File: src/rtl/pomd_pkg.sv
// pomd_pkg: shared types, constants and register indexes for the
// perturb-and-observe duty tracker; no dependencies
`timescale 1ns / 1ps
`default_nettype none

package pomd_pkg;

  // adc resolution actually used from each 12-bit code field
  localparam int unsigned ADC_BITS = 12;
  localparam int unsigned CODE_W   = 12;
  localparam logic [CODE_W-1:0] ADC_MASK = CODE_W'((1 << ADC_BITS) - 1);

  localparam int unsigned DUTY_W  = 16;
  localparam int unsigned POWER_W = 24;
  localparam int unsigned HINT_W  = 8;

  // wide enough for duty plus or minus one step, with sign
  localparam int unsigned SUM_W = DUTY_W + 2;

  // reset values
  localparam logic [DUTY_W-1:0]  DUTY_LO_RST      = 16'd200;
  localparam logic [DUTY_W-1:0]  DUTY_HI_RST      = 16'd3600;
  localparam logic [DUTY_W-1:0]  PERTURB_STEP_RST = 16'd40;
  localparam logic [POWER_W-1:0] DEADBAND_RST     = 24'd10228;
  localparam logic [DUTY_W-1:0]  TIMER_TOP_RST    = 16'd3999;
  localparam logic [DUTY_W-1:0]  DUTY_REG_RST     = 16'd200;

  // queue between front and back
  localparam int unsigned QDEPTH = 2;
  localparam int unsigned QPTR_W = $clog2(QDEPTH);
  localparam int unsigned QCNT_W = $clog2(QDEPTH + 1);

  localparam int unsigned CFG_IDX_W  = 3;
  localparam int unsigned CFG_DATA_W = 24;

  typedef enum logic [CFG_IDX_W-1:0] {
    CFG_DUTY_LO      = 3'd0,
    CFG_DUTY_HI      = 3'd1,
    CFG_PERTURB_STEP = 3'd2,
    CFG_DEADBAND     = 3'd3,
    CFG_TIMER_TOP    = 3'd4
  } cfg_idx_e;

  typedef enum logic {
    MODE_START  = 1'b0,
    MODE_SAMPLE = 1'b1
  } mode_e;

  typedef struct packed {
    logic [DUTY_W-1:0]  duty_lo;
    logic [DUTY_W-1:0]  duty_hi;
    logic [DUTY_W-1:0]  perturb_step;
    logic [POWER_W-1:0] deadband;
    logic [DUTY_W-1:0]  timer_top;
  } cfg_t;

  // one classified item: start carries hint fraction times timer_top,
  // sample carries raw power
  typedef struct packed {
    mode_e              mode;
    logic [POWER_W-1:0] prod;
  } qentry_t;

  typedef struct packed {
    logic [DUTY_W-1:0]  duty;
    logic [POWER_W-1:0] power;
    logic               going_down;
    logic               reversed;
  } result_t;

endpackage

`default_nettype wire

File: src/rtl/perturb_observe_mppt_duty.sv
// perturb_observe_mppt_duty: top level of the perturb-and-observe duty tracker
// depends on pomd_pkg, pomd_cfg, pomd_front, pomd_queue, pomd_back
//
// usage
//   input stream: one beat is one item; tuser selects start (0) or sample (1).
//   a start beat seeds the duty from the signed hint scaled by timer_top,
//   forces direction up and forgets the previous power. a sample beat
//   multiplies voltage and current codes, reverses direction when power
//   dropped by more than the deadband, then steps and clamps the duty.
//   output stream: exactly one result beat per input beat, in order.
//   config port: write-only; cfg_we_i with cfg_idx_i/cfg_wdata_i writes one
//   register (duty_lo, duty_hi, perturb_step, deadband, timer_top). write
//   only while no item is in flight; unknown indexes are ignored.
// timing
//   path: an input beat is written into the queue, then popped into the
//   output register, where its result beat is valid until it is taken.
//   throughput: one item per cycle while m_axis_tready is high, set by the
//   state update in the back end (compare, step and clamp are combinational).
//   a two-entry queue sits between the multiplier front and the state back,
//   so input is still taken while a result waits on m_axis_tready; once the
//   queue and output register are full, s_axis_tready drops.
// reset
//   rst_ni low clears the queue and output valid, loads register defaults,
//   duty 200, direction up and no previous power.
`timescale 1ns / 1ps
`default_nettype none

module perturb_observe_mppt_duty
  import pomd_pkg::*;
(
  input  wire logic                  clk_i,
  input  wire logic                  rst_ni,
  // input stream
  input  wire logic                  s_axis_tvalid,
  output logic                       s_axis_tready,
  input  wire logic [31:0]           s_axis_tdata,  // hint[7:0], volt_code[19:8], curr_code[31:20]
  input  wire logic                  s_axis_tuser,  // mode[0]
  // output stream
  output logic                       m_axis_tvalid,
  input  wire logic                  m_axis_tready,
  output logic [47:0]                m_axis_tdata,  // duty[15:0], power_raw[39:16],
                                                    // going_down[40], reversed[41], zero[47:42]
  // configuration
  input  wire logic                  cfg_we_i,
  input  wire logic [CFG_IDX_W-1:0]  cfg_idx_i,
  input  wire logic [CFG_DATA_W-1:0] cfg_wdata_i
);

  cfg_t    cfg;
  qentry_t f_entry;
  qentry_t q_head;
  logic    f_push;
  logic    q_full;
  logic    q_valid;
  logic    b_pop;
  result_t res;

  pomd_cfg u_cfg (
    .clk_i   (clk_i),
    .rst_ni  (rst_ni),
    .we_i    (cfg_we_i),
    .idx_i   (cfg_idx_i),
    .wdata_i (cfg_wdata_i),
    .cfg_o   (cfg)
  );

  // front: classify and multiply as the beat is taken
  pomd_front u_front (
    .valid_i     (s_axis_tvalid),
    .mode_i      (s_axis_tuser),
    .hint_i      (s_axis_tdata[7:0]),
    .volt_i      (s_axis_tdata[19:8]),
    .curr_i      (s_axis_tdata[31:20]),
    .timer_top_i (cfg.timer_top),
    .q_full_i    (q_full),
    .ready_o     (s_axis_tready),
    .push_o      (f_push),
    .entry_o     (f_entry)
  );

  // products are registered here before the back end uses them
  pomd_queue u_queue (
    .clk_i   (clk_i),
    .rst_ni  (rst_ni),
    .push_i  (f_push),
    .wdata_i (f_entry),
    .pop_i   (b_pop),
    .rdata_o (q_head),
    .valid_o (q_valid),
    .full_o  (q_full)
  );

  // back: tracker state and output register
  pomd_back u_back (
    .clk_i         (clk_i),
    .rst_ni        (rst_ni),
    .cfg_i         (cfg),
    .entry_i       (q_head),
    .entry_valid_i (q_valid),
    .pop_o         (b_pop),
    .out_ready_i   (m_axis_tready),
    .out_valid_o   (m_axis_tvalid),
    .out_o         (res)
  );

  assign m_axis_tdata = {6'b0, res.reversed, res.going_down, res.power, res.duty};

endmodule

`default_nettype wire

File: src/rtl/pomd_cfg.sv
// pomd_cfg: configuration register file with write-only port
// depends on pomd_pkg
`timescale 1ns / 1ps
`default_nettype none

module pomd_cfg
  import pomd_pkg::*;
(
  input  wire logic                  clk_i,
  input  wire logic                  rst_ni,
  input  wire logic                  we_i,
  input  wire logic [CFG_IDX_W-1:0]  idx_i,
  input  wire logic [CFG_DATA_W-1:0] wdata_i,
  output cfg_t                       cfg_o
);

  cfg_t cfg_q, cfg_d;

  always_comb begin
    cfg_d = cfg_q;
    if (we_i) begin
      unique case (cfg_idx_e'(idx_i))
        CFG_DUTY_LO:      cfg_d.duty_lo      = wdata_i[DUTY_W-1:0];
        CFG_DUTY_HI:      cfg_d.duty_hi      = wdata_i[DUTY_W-1:0];
        CFG_PERTURB_STEP: cfg_d.perturb_step = wdata_i[DUTY_W-1:0];
        CFG_DEADBAND:     cfg_d.deadband     = wdata_i[POWER_W-1:0];
        CFG_TIMER_TOP:    cfg_d.timer_top    = wdata_i[DUTY_W-1:0];
        default:          cfg_d = cfg_q;
      endcase
    end
  end

  always_ff @(posedge clk_i or negedge rst_ni) begin
    if (!rst_ni) begin
      cfg_q.duty_lo      <= DUTY_LO_RST;
      cfg_q.duty_hi      <= DUTY_HI_RST;
      cfg_q.perturb_step <= PERTURB_STEP_RST;
      cfg_q.deadband     <= DEADBAND_RST;
      cfg_q.timer_top    <= TIMER_TOP_RST;
    end else begin
      cfg_q <= cfg_d;
    end
  end

  assign cfg_o = cfg_q;

endmodule

`default_nettype wire

File: src/rtl/pomd_front.sv
// pomd_front: accepts input beats, classifies start vs sample and forms
// the single product each item needs; depends on pomd_pkg
`timescale 1ns / 1ps
`default_nettype none

module pomd_front
  import pomd_pkg::*;
(
  input  wire logic              valid_i,
  input  wire logic              mode_i,
  input  wire logic [HINT_W-1:0] hint_i,
  input  wire logic [CODE_W-1:0] volt_i,
  input  wire logic [CODE_W-1:0] curr_i,
  input  wire logic [DUTY_W-1:0] timer_top_i,
  input  wire logic              q_full_i,
  output logic                   ready_o,
  output logic                   push_o,
  output qentry_t                entry_o
);

  logic [HINT_W-1:0]  frac;
  logic [CODE_W-1:0]  v_m;
  logic [CODE_W-1:0]  c_m;
  logic [POWER_W-1:0] start_prod;
  logic [POWER_W-1:0] samp_prod;

  // hint + 128 is the offset-binary form of the signed hint
  assign frac = hint_i ^ {1'b1, {(HINT_W-1){1'b0}}};
  assign v_m  = volt_i & ADC_MASK;
  assign c_m  = curr_i & ADC_MASK;

  assign start_prod = POWER_W'(frac) * POWER_W'(timer_top_i);
  assign samp_prod  = POWER_W'(v_m) * POWER_W'(c_m);

  always_comb begin
    entry_o.mode = mode_e'(mode_i);
    unique case (mode_e'(mode_i))
      MODE_START:  entry_o.prod = start_prod;
      MODE_SAMPLE: entry_o.prod = samp_prod;
      default:     entry_o.prod = samp_prod;
    endcase
  end

  assign ready_o = !q_full_i;
  assign push_o  = valid_i && ready_o;

endmodule

`default_nettype wire

File: src/rtl/pomd_queue.sv
// pomd_queue: two-entry queue decoupling the front from the back
// depends on pomd_pkg
`timescale 1ns / 1ps
`default_nettype none

module pomd_queue
  import pomd_pkg::*;
(
  input  wire logic clk_i,
  input  wire logic rst_ni,
  input  wire logic push_i,
  input  qentry_t   wdata_i,
  input  wire logic pop_i,
  output qentry_t   rdata_o,
  output logic      valid_o,
  output logic      full_o
);

  qentry_t           mem_q [QDEPTH];
  logic [QPTR_W-1:0] wr_ptr_q, wr_ptr_d;
  logic [QPTR_W-1:0] rd_ptr_q, rd_ptr_d;
  logic [QCNT_W-1:0] count_q, count_d;

  always_comb begin
    wr_ptr_d = wr_ptr_q;
    rd_ptr_d = rd_ptr_q;
    count_d  = count_q;
    if (push_i) begin
      wr_ptr_d = (wr_ptr_q == QPTR_W'(QDEPTH - 1)) ? '0 : wr_ptr_q + 1'b1;
    end
    if (pop_i) begin
      rd_ptr_d = (rd_ptr_q == QPTR_W'(QDEPTH - 1)) ? '0 : rd_ptr_q + 1'b1;
    end
    priority if (push_i && !pop_i) begin
      count_d = count_q + 1'b1;
    end else if (pop_i && !push_i) begin
      count_d = count_q - 1'b1;
    end
  end

  always_ff @(posedge clk_i or negedge rst_ni) begin
    if (!rst_ni) begin
      wr_ptr_q <= '0;
      rd_ptr_q <= '0;
      count_q  <= '0;
    end else begin
      wr_ptr_q <= wr_ptr_d;
      rd_ptr_q <= rd_ptr_d;
      count_q  <= count_d;
    end
  end

  always_ff @(posedge clk_i) begin
    if (push_i) begin
      mem_q[wr_ptr_q] <= wdata_i;
    end
  end

  assign rdata_o = mem_q[rd_ptr_q];
  assign valid_o = (count_q != '0);
  assign full_o  = (count_q == QCNT_W'(QDEPTH));

endmodule

`default_nettype wire

File: src/rtl/pomd_back.sv
// pomd_back: tracker state, direction decision, step and clamp, and the
// output register; depends on pomd_pkg
`timescale 1ns / 1ps
`default_nettype none

module pomd_back
  import pomd_pkg::*;
(
  input  wire logic clk_i,
  input  wire logic rst_ni,
  input  cfg_t      cfg_i,
  input  qentry_t   entry_i,
  input  wire logic entry_valid_i,
  output logic      pop_o,
  input  wire logic out_ready_i,
  output logic      out_valid_o,
  output result_t   out_o
);

  logic [DUTY_W-1:0]  duty_q, duty_d;
  logic               dir_q, dir_d;
  logic [POWER_W-1:0] last_pwr_q, last_pwr_d;
  logic               last_vld_q, last_vld_d;
  logic               out_vld_q, out_vld_d;
  result_t            res_q, res_d;

  logic [POWER_W-1:0] drop;
  logic               flip;
  logic               dir_n;
  logic signed [SUM_W-1:0] raw;
  logic signed [SUM_W-1:0] lo_lim;
  logic signed [SUM_W-1:0] hi_lim;
  logic signed [SUM_W-1:0] clamped;

  assign pop_o = entry_valid_i && (!out_vld_q || out_ready_i);

  assign drop = last_pwr_q - entry_i.prod;
  assign flip = last_vld_q && (last_pwr_q > entry_i.prod) && (drop > cfg_i.deadband);
  assign dir_n = dir_q ^ flip;

  assign lo_lim = SUM_W'({2'b00, cfg_i.duty_lo});
  assign hi_lim = SUM_W'({2'b00, cfg_i.duty_hi});

  always_comb begin
    unique case (entry_i.mode)
      MODE_START:  raw = SUM_W'({2'b00, entry_i.prod[POWER_W-1 -: DUTY_W]});
      MODE_SAMPLE: raw = dir_n ? SUM_W'({2'b00, duty_q}) - SUM_W'({2'b00, cfg_i.perturb_step})
                               : SUM_W'({2'b00, duty_q}) + SUM_W'({2'b00, cfg_i.perturb_step});
      default:     raw = SUM_W'({2'b00, duty_q});
    endcase
  end

  // lower limit first, then upper: crossed limits end at the upper limit
  always_comb begin
    clamped = raw;
    if (clamped < lo_lim) begin
      clamped = lo_lim;
    end
    if (clamped > hi_lim) begin
      clamped = hi_lim;
    end
  end

  always_comb begin
    duty_d     = duty_q;
    dir_d      = dir_q;
    last_pwr_d = last_pwr_q;
    last_vld_d = last_vld_q;
    res_d      = res_q;
    out_vld_d  = out_vld_q && !out_ready_i;
    if (pop_o) begin
      duty_d    = clamped[DUTY_W-1:0];
      out_vld_d = 1'b1;
      unique case (entry_i.mode)
        MODE_START: begin
          dir_d      = 1'b0;
          last_pwr_d = '0;
          last_vld_d = 1'b0;
          res_d.power    = '0;
          res_d.reversed = 1'b0;
        end
        MODE_SAMPLE: begin
          dir_d      = dir_n;
          last_pwr_d = entry_i.prod;
          last_vld_d = 1'b1;
          res_d.power    = entry_i.prod;
          res_d.reversed = flip;
        end
        default: begin
          dir_d = dir_q;
        end
      endcase
      res_d.duty       = clamped[DUTY_W-1:0];
      res_d.going_down = dir_d;
    end
  end

  always_ff @(posedge clk_i or negedge rst_ni) begin
    if (!rst_ni) begin
      duty_q     <= DUTY_REG_RST;
      dir_q      <= 1'b0;
      last_pwr_q <= '0;
      last_vld_q <= 1'b0;
      out_vld_q  <= 1'b0;
    end else begin
      duty_q     <= duty_d;
      dir_q      <= dir_d;
      last_pwr_q <= last_pwr_d;
      last_vld_q <= last_vld_d;
      out_vld_q  <= out_vld_d;
    end
  end

  always_ff @(posedge clk_i) begin
    res_q <= res_d;
  end

  assign out_valid_o = out_vld_q;
  assign out_o       = res_q;

endmodule

`default_nettype wire

File: config.mk
export PLATFORM = sky130hd
export DESIGN_NAME = perturb_observe_mppt_duty
export DESIGN_NICKNAME = d
export VERILOG_FILES = /design/src/rtl/pomd_pkg.sv /design/src/rtl/perturb_observe_mppt_duty.sv /design/src/rtl/pomd_cfg.sv /design/src/rtl/pomd_front.sv /design/src/rtl/pomd_queue.sv /design/src/rtl/pomd_back.sv
export SDC_FILE = /design/constraint.sdc
export NUM_CORES = 1
export LEC_CHECK = 0
export ABC_AREA = 1
export ABC_CLOCK_PERIOD_IN_PS = 16190
export BUFFER_PORTS_ARGS = -buffer_cell sky130_fd_sc_hd__buf_2
export CORE_ASPECT_RATIO = 1.4
export CORE_UTILIZATION = 35
export DETAILED_ROUTE_END_ITERATION = 8
export SETUP_SLACK_MARGIN = 0.05
export SYNTH_ARGS = -nofsm -noshare
export SYNTH_HDL_FRONTEND = slang
export SYNTH_SLANG_ARGS = --single-unit
export TNS_END_PERCENT = 5
File: constraint.sdc
create_clock -name clk_i -period 16.19 [get_ports clk_i]
set_clock_uncertainty 0.1 [all_clocks]
set_input_delay 0.8095 -clock clk_i [delete_from_list [all_inputs] [get_ports clk_i]]
set_output_delay 0.8095 -clock clk_i [all_outputs]
set_load 0.01 [all_outputs]
==> results of run 1 <==
synthesized netlist by cell type (all sizes together) (7+ instances only):
cell type	count	share of area, %
nand2	824	14
inv	512	8.6
ha	220	12
fa	187	17
o21ai	176	3.9
nor2	128	2.2
a21oi	125	2.8
nand3	110	2.6
dfrtp	104	12
clkbuf	95	1.6
edfxtp	92	12
xor2	40	1.6
or2	32	0.89
dfstp	31	3.6
buf	24	0.74
nand4	19	0.60
xnor2	18	0.70
and2	16	0.45
nor3	9	0.20
a21o	8	0.27
mux2i	8	0.36
o211ai	7	0.23
registers in the layout (all words and copies together) (netlist names):
signal	cells
u_back.out_o	42
u_cfg.cfg_o	88
u_queue.rd_ptr_q	1
u_back.last_vld_q	1
u_back.last_pwr_q	24
u_queue.wr_ptr_q	1
u_queue.count_q	2
u_back.dir_q	1
u_queue.mem_q	50
u_back.duty_q	16
u_back.out_valid_o	1
stage by stage:
stage	worst slack, ns	hold slack (ns)
after floorplan	7.84	0.349
after global placement	6.48	0.367
after detailed placement	6.24	0.370
after CTS	6.22	0.201
after global routing	5.26	0.229
final	6.25	0.174
critical path, delay by kind of cell (launching register included):
family,cells,cell delay [ns]
fa+ha+maj,6,1.93
simple gates,32,3.99
buf+inv,8,1.32
xor+xnor,1,0.09
compound gates,13,1.92
flops,1,0.32
cell type report:
cell class	count	area, sq um
Fill cell	6648	38900
Multi-Input combinational cell	1980	13800
Sequential cell	227	6180
Inverter	515	1930
Tap cell	832	1040
Clock buffer	29	656
Timing Repair Buffer	122	652
Clock inverter	11	85.1
metal layers:
metal	up-vias	wire [um]	part of all wire [%]
li1	8861	-	-
met1	8592	24500	38
met2	376	34700	54
met3	121	2220	3.5
met4	2	2600	4.1
met5	-	13	0.020
kinds of logic (layout without fill, tap and decap cells):
logic type	count (synthesis)	count (layout)	synth area share, %
AND/OR/NAND/NOR	1149	1149	21.5
buffers and inverters	634	677	11.0
adder cells (fa/ha/maj)	407	407	29.0
AO/OA/AOI/OAI	352	352	8.39
flip-flops	227	227	27.6
XOR/XNOR	58	58	2.27
multiplexers	8	8	0.357
other	1	6	0.0167
worst max-delay path by stage:
stage,to,slack (ns)
floorplan,u_back.out_o[32],7.84
global placement,u_back.out_o[26],6.48
CTS,u_back.out_o[29],6.22
global route,u_back.out_o[26],5.26
finish,u_back.out_o[26],6.25
detailed placement,u_back.out_o[26],6.24
==> qor.txt, run 1 <==
Final WL: 64000 um
Commonest non-fill, non-tap cell in the layout: nand2_1
Rows: 109
First DRT Iteration DRCs: 821
Post-cts repair resize count: 0
Ant diodes: 0
Congestion Overflow GR: 0
Cell Area, Placed: 23600 sq um
Async S/R FF share, synth: 59.5%
Post-CTS Setup Inserts: 0
Met3 usage: 2.09%
Drt first pass iters: 6
Post-synthesis sequential area ratio: 27.6%
Critical Path RT: 16.40 ns
Met2 Use GR: 38.8%
Hold crit path type: input pin to async pin
Die Area: 65100 sq um
Largest net degree at the start of global routing: 87
Cells after Synth: 2836
R2R Setup Slk: 6.25 ns
Reg2reg end: u_back.out_o[26]
Global-route wire length before repair: 101000 um
RSZ-0062 raised after global routing: false
Max H-tree Level: 1
Die width: 216 um
Starting Density: 35.4%
Crit path max-delay cell type: inv_1
Placed cells: 3676
CTS tree: built
CTS max path bufs: 3
Final Critical Period: 9.94 ns
Vias in the first global route: 18300
Mapped Area: 22400 sq um
Relative slew slack: 24.8%
Worst Path Max Fanout: 26
#FFs+latches synth: 227
Wirelength per Cell: 17.2 um
Status: finished, final reports clean
I/O pin total: 115
Grt met1 use: 21.9%
Worst r2r path cells: 60
Count of max-cap constraint violations: 0
Number of flops mapped to enable cells by yosys: 92
Most frequent cells in the layout: nand2_1, inv_1, ha_1
Syn_area_per_cell: 7.91 sq um
Fin. max-slew vios: 0
Chip height: 302 um
Initial antenna violation count: 1
Synth-to-Final Area Change: 8.70%
DPL Wire Length: 52200 um
Nets: 3340
Yosys warns: 0
Post-synthesis cell type count: 49
Setup Crit Path Kind: register to register
Final Util: 38.5%
Tcrit/Tclk final: 61.4%
Finished Layout Cells: 3716
ANT nets after route: 0
Setup TNS: 0 ns
Main synth FF type: dfrtp_1
Number of buffers created by CTS: 22
Hold Vio Cnt, Final: 0
R2r startpoint: u_queue.rd_ptr_q
Total track usage: 20.0%
Crit path largest cell delay: 0.55 ns
Gr busiest metal: met2
Layout cells sized above 1: 8.77%
Final setup violation count: 0
CTS clock-pin slew for the worst setup and hold paths: 0.07 ns
Clock Tree Root: clkbuf_16
Startpoint Class: register
Max frequency: 101 MHz
Placer Congestion: 0.975
Worst Path Arrival: 10.14 ns
Endpoint type of the worst setup path: register
Vias: 18000
Total core area: 63300 sq um
IO buf count: 108
Critical Path Source: u_queue.rd_ptr_q
CTS Sinks: 227
DRC viols: 0
Skew-Pair Late Insertion Delay: 0.55 ns
Fin area: 24400 sq um
Worst Max-Slew Pin Slew: 1.12 ns
Vias per cell: 4.83
CP most frequent cell: nand2_1
Hold-fix buffers, CTS: 0
Power of run 1 is not shown: default switching activity piles up to over one toggle a cycle in this logic, so the estimate is an artifact.
==> inputs of run 2 (changes only) <==
ABC_AREA = 0   (was 1)
ABC_CLOCK_PERIOD_IN_PS = 9700   (was 16190)
clock period = 9.7 ns   (was 16.19 ns; I/O delays follow)
==> qor.txt, run 2 <==
Count of max-cap constraint violations: 0 (unchanged)
Compound-Gate Fraction of Synth Area: 10.8% (was 8.39%)
CTS clock-pin slew for the worst setup and hold paths: 0.08 ns (was 0.07 ns)
Congestion Overflow GR: 0 (unchanged)
Drt first pass iters: 5 (was 6)
Largest family of logic cells by synthesized area: adder cells (unchanged)
Fill count: 5949 (was 6648)
Endpoint type of the worst setup path: register (unchanged)
Total core area: 61200 sq um (was 63300 sq um)
Mapped Area: 21800 sq um (was 22400 sq um)
DRC viols: 0 (unchanged)
Post-synthesis cell type count: 71 (was 49)
Tcrit/Tclk final: 101% (was 61.4%)
IO buf count: 108 (unchanged)
Post-synthesis sequential area ratio: 28.3% (was 27.6%)
Syn_area_per_cell: 9.52 sq um (was 7.91 sq um)
Ant diodes: 0 (unchanged)
Rows: 107 (was 109)
Multi-input gate area: 14700 sq um (was 13800 sq um)
Clock Tree Root: clkbuf_16 (unchanged)
Fin. max-slew vios: 0 (unchanged)
DPL Wire Length: 49500 um (was 52200 um)
Vias per cell: 5.15 (was 4.83)
Hold Vio Cnt, Final: 0 (unchanged)
Final setup violation count: 25 (was 0)
Worst Path Arrival: 10.16 ns (was 10.14 ns)
Async S/R FF share, synth: 59.5% (unchanged)
Placer Congestion: 0.884 (was 0.975)
Number of buffers created by CTS: 23 (was 22)
Vias in the first global route: 18300 (about the same)
Worst Max-Slew Pin Slew: 1.18 ns (was 1.12 ns)
Critical Path RT: 10.04 ns (was 16.40 ns)
Count leader, synth: nand2_1 (unchanged)
RSZ-0062 raised after global routing: true (was false)
Skew-Pair Late Insertion Delay: 0.56 ns (was 0.55 ns)
Starting Density: 35.7% (was 35.4%)
Total track usage: 19.9% (was 20.0%)
First DRT Iteration DRCs: 832 (was 821)
Xor/xnor share of the synthesized area: 2.17% (was 2.26%)
Max H-tree Level: 1 (unchanged)
Top cells by area, synth: fa_1, edfxtp_1, ha_1, dfrtp_1, nand2_1 (was fa_1, nand2_1, edfxtp_1, ha_1, dfrtp_1)
Adder-cell area share of the yosys netlist: 29.8% (was 29.0%)
Synth Area in Simple Gates: 15.6% (was 21.5%)
#FFs+latches synth: 227 (unchanged)
Commonest non-fill, non-tap cell in the layout: nand2_1 (unchanged)
Largest net degree at the start of global routing: 74 (was 87)
Final WL: 61900 um (was 64000 um)
Hold WS: 0.0627 ns (was 0.174 ns)
Vias: 17100 (was 18000)
Synth-to-Final Area Change: 17.9% (was 8.70%)
Layout cells sized above 1: 20.5% (was 8.77%)
Chip height: 297 um (was 302 um)
Multiplexer area fraction after synthesis: 6.43% (was 0.357%)
Setup Crit Path Kind: register to register (unchanged)
Initial antenna violation count: 0 (was 1)
Startpoint Class: register (unchanged)
Relative slew slack: 21.2% (was 24.8%)
Crit path max-delay cell type: nor4_2 (was inv_1)
Number of flops mapped to enable cells by yosys: 92 (unchanged)
Yosys warns: 0 (unchanged)
Yosys top cell area share: 17.2% (was 16.7%)
ANT nets after route: 0 (unchanged)
Nets: 2967 (was 3340)
Die Area: 63400 sq um (was 65100 sq um)
CTS tree: built (unchanged)
Top cells by count, synth: nand2_1, inv_1, ha_1, fa_1, and2_1 (was nand2_1, inv_1, ha_1, fa_1, o21ai_0)
CTS max path bufs: 3 (unchanged)
Max frequency: 102 MHz (was 101 MHz)
Max reg flops: 88 (unchanged)
Most frequent cells in the layout: nand2_1, inv_1, ha_1 (unchanged)
PnR worst setup slack: -0.117 ns (was 6.25 ns)
Cells after Synth: 2291 (was 2836)
Worst Path Max Fanout: 10 (was 26)
I/O pin total: 115 (unchanged)
Sequential cell area: 6180 sq um (unchanged)
CTS Sinks: 227 (unchanged)
CP most frequent cell: a21oi_2 (was nand2_1)
Main synth FF type: dfrtp_1 (unchanged)
Wirelength per Cell: 18.6 um (was 17.2 um)
Cell type with the largest total area after synthesis: fa_1 (unchanged)
Crit path largest cell delay: 0.40 ns (was 0.55 ns)
Final Critical Period: 9.82 ns (was 9.94 ns)
Failing checks: negative setup slack
Status: finished, violations left (was finished, final reports clean)
Die width: 213 um (was 216 um)
Global-route wire length before repair: 99500 um (was 101000 um)
Hold crit path type: input pin to register (was input pin to async pin)
## run 2: layout make-up
type	instances	area share, %
Clock inverter	10	0.418
Timing Repair Buffer	269	7.46
Inverter	291	4.28
Multi-Input combinational cell	1683	57.3
Sequential cell	227	24.0
Tap cell	817	3.97
Clock buffer	32	2.57
## run 2: timing repair
action / in CTS / in global routing
gates cloned: 4 / 0
pin swaps: 49 / 35
buffers inserted: 17 / 10
endpoints found under the hold margin: 63 / 0
gates resized for setup: 96 / 35
hold buffers: 1 / 0
endpoints found under the setup margin: 32 / 32
## run 2: cell families after synthesis
kind of cell	Yosys count
AO/OA/AOI/OAI	363
XOR/XNOR	54
adder cells (fa/ha/maj)	407
buffers and inverters	387
flip-flops	227
multiplexers	130
other	1
AND/OR/NAND/NOR	722
## run 2: path summary, 6_finish.rpt
path,start,end,slack (ns),cells after the start
max in group asynchronous,rst_ni,u_cfg.cfg_o[56],7.73,3
min reg2reg,u_back.last_vld_q,u_back.last_vld_q,0.38,2
min in group asynchronous,rst_ni,u_cfg.cfg_o[38],0.43,2
max reg2reg,u_queue.rd_ptr_q,u_back.duty_q[1],-0.12,52
min,cfg_wdata_i[21],u_cfg.cfg_o[37],0.06,2
max,u_queue.rd_ptr_q,u_back.duty_q[1],-0.12,52
## run 2: stage by stage
stage | cell area (sq um) | setup slack, ns | instances | utilization (%) | setup TNS (ns)
CTS | 25500 | -0.0715 | 3319 | 41.7 | -1.08
global route | 25700 | -0.518 | 3329 | 42.1 | -14.59
detailed placement | 24100 | -0.878 | 3255 | 39.4 | -24.42
global placement | 24100 | -0.680 | 3255 | 39.4 | -19.30
floorplan | 21900 | 0.0502 | 2296 | - | 0
finish | 25700 | -0.117 | 3329 | 42.1 | -1.88
## run 2: critical path: cells and delay by family (launching register included)
family	cells	cell delay [ns]
simple gates	9	1.53
xor+xnor	1	0.17
compound gates	22	3.61
fa+ha+maj	5	1.42
mux	5	1.19
buf+inv	10	1.29
flops	1	0.36
## run 2: metal layers
metal / track usage, % / vias up / wire length [um]
met1: 21.9 / 8586 / 23200
met2: 37.7 / 362 / 33400
li1: - / 8038 / -
met3: 1.57 / 152 / 1740
met5: 0 / - / 0
met4: 9.73 / 0 / 3550
Power of run 2 is left out for the same reason.
==> inputs of run 3 (changes only) <==
CTS_CLUSTER_DIAMETER = 120   (was default)
SKIP_CTS_REPAIR_TIMING = 1   (was default)
==> qor.txt, run 3 (same netlist as run 2, synthesis figures left out) <==
HP Start: cfg_wdata_i[21] (unchanged)
CTS clock-pin slew for the worst setup and hold paths: 0.07 ns (was 0.08 ns)
Vias in the first global route: 18000 (was 18300)
Total track usage: 19.5% (was 19.9%)
Ant diodes: 0 (unchanged)
Setup Crit Path Kind: register to register (unchanged)
PnR worst setup slack: -0.221 ns (was -0.117 ns)
Final Util: 41.7% (was 42.1%)
DRC viols: 0 (unchanged)
Critical Path RT: 10.03 ns (was 10.04 ns)
Endpoint type of the worst setup path: register (unchanged)
Hold crit path type: input pin to register (unchanged)
Crit path max-delay cell type: nor4_2 (unchanged)
Final WL: 61600 um (was 61900 um)
Worst r2r path cells: 50 (was 52)
Crit path largest cell delay: 0.42 ns (was 0.40 ns)
Most frequent cells in the layout: nand2_1, inv_1, ha_1 (unchanged)
Die width: 213 um (unchanged)
Fin. max-slew vios: 0 (unchanged)
Largest net degree at the start of global routing: 74 (unchanged)
Max reg flops: 88 (unchanged)
Placer Congestion: 0.884 (unchanged)
DPL Wire Length: 49500 um (unchanged)
R2R Setup Slk: -0.22 ns (was -0.12 ns)
IO buf count: 108 (unchanged)
Relative slew slack: 20.8% (was 21.2%)
Die Area: 63400 sq um (unchanged)
Final Critical Period: 9.92 ns (was 9.82 ns)
R2r startpoint: u_queue.rd_ptr_q (unchanged)
Drt first pass iters: 5 (unchanged)
Synth-to-Final Area Change: 16.8% (was 17.9%)
Initial antenna violation count: 0 (unchanged)
Commonest non-fill, non-tap cell in the layout: nand2_1 (unchanged)
Congestion Overflow GR: 0 (unchanged)
CP most frequent cell: o21a_1 (was a21oi_2)
CTS max path bufs: 3 (unchanged)
RSZ-0062 raised after global routing: true (unchanged)
Global-route wire length before repair: 97600 um (was 99500 um)
Hold path depth: 2 (unchanged)
Finished Layout Cells: 3318 (was 3329)
Rows: 107 (unchanged)
Vias: 17100 (about the same)
Status: finished, violations left (unchanged)
CTS tree: built (unchanged)
Skew-Pair Late Insertion Delay: 0.56 ns (about the same)
CTS Sinks: 227 (unchanged)
Startpoint Class: register (unchanged)
Layout cells sized above 1: 19.9% (was 20.5%)
I/O pin total: 115 (unchanged)
Count of max-cap constraint violations: 0 (unchanged)
Final setup violation count: 30 (was 25)
Max frequency: 101 MHz (was 102 MHz)
Number of buffers created by CTS: 23 (unchanged)
Hold Vio Cnt, Final: 0 (unchanged)
Chip height: 297 um (unchanged)
Worst Path Max Fanout: 10 (unchanged)
Worst Path Arrival: 10.25 ns (was 10.16 ns)
Reg2reg end: u_back.duty_q[4] (was u_back.duty_q[1])
Tcrit/Tclk final: 102% (was 101%)
WHS Endpoint: u_cfg.cfg_o[37] (unchanged)
Placed cells: 3255 (unchanged)
ANT nets after route: 0 (unchanged)
Failing checks: negative setup slack (unchanged)
Starting Density: 35.7% (unchanged)
Max H-tree Level: 1 (unchanged)
Vias per cell: 5.15 (about the same)
First DRT Iteration DRCs: 864 (was 832)
Total core area: 61200 sq um (unchanged)
Setup TNS: -4.88 ns (was -1.88 ns)
Wirelength per Cell: 18.6 um (about the same)
Hold WS: 0.0625 ns (was 0.0627 ns)
Worst Max-Slew Pin Slew: 1.19 ns (was 1.18 ns)
Nets: 2956 (was 2967)
Clock Tree Root: clkbuf_16 (unchanged)
==> run 3: changes by cell type in the layout (fill, tap and decap cells not counted), sizes merged <==
cell    change
buf        -10
bufbuf      -1
==> run 3: layout make-up <==
cell class	instances	area [sq um]
Clock inverter	10	108
Multi-Input combinational cell	1683	14600
Sequential cell	227	6180
Inverter	291	1100
Fill cell	5971	35700
Timing Repair Buffer	258	1780
Clock buffer	32	662
Tap cell	817	1020
==> run 3: critical path: cells and delay by family, from the launching register on <==
family,cells,cell delay [ns]
AND/OR/NAND/NOR,9,1.52
flip-flops,1,0.39
buffers and inverters,9,1.35
AO/OA/AOI/OAI,23,4.30
adder cells (fa/ha/maj),5,1.45
multiplexers,4,0.68
==> run 3: worst max path at each step <==
stage,startpoint,to,depth (start not counted)
CTS,u_queue.rd_ptr_q,u_back.duty_q[14],47
detailed placement,u_queue.rd_ptr_q,u_back.duty_q[10],47
finish,u_queue.rd_ptr_q,u_back.duty_q[4],50
global route,u_queue.rd_ptr_q,u_back.out_o[40],50
global placement,u_queue.rd_ptr_q,u_back.duty_q[14],47
floorplan,u_queue.rd_ptr_q,u_back.out_o[40],48
==> run 3: metal layers <==
metal	track usage [%]	vias up	share of wire, %
met4	9.40	0	5.3
met5	0	-	0
met2	37.0	370	54
met3	1.44	137	2.7
li1	-	8010	-
met1	21.6	8575	38
==> run 3: metrics by stage <==
stage                     area (sq um)  worst slack, ns
final                            25500           -0.221
after global routing             25500           -0.649
after CTS                        24900           -0.949
after detailed placement         24100           -0.878
after global placement           24100           -0.680
after floorplan                  21900           0.0502
Power of run 3 is left out for the same reason.
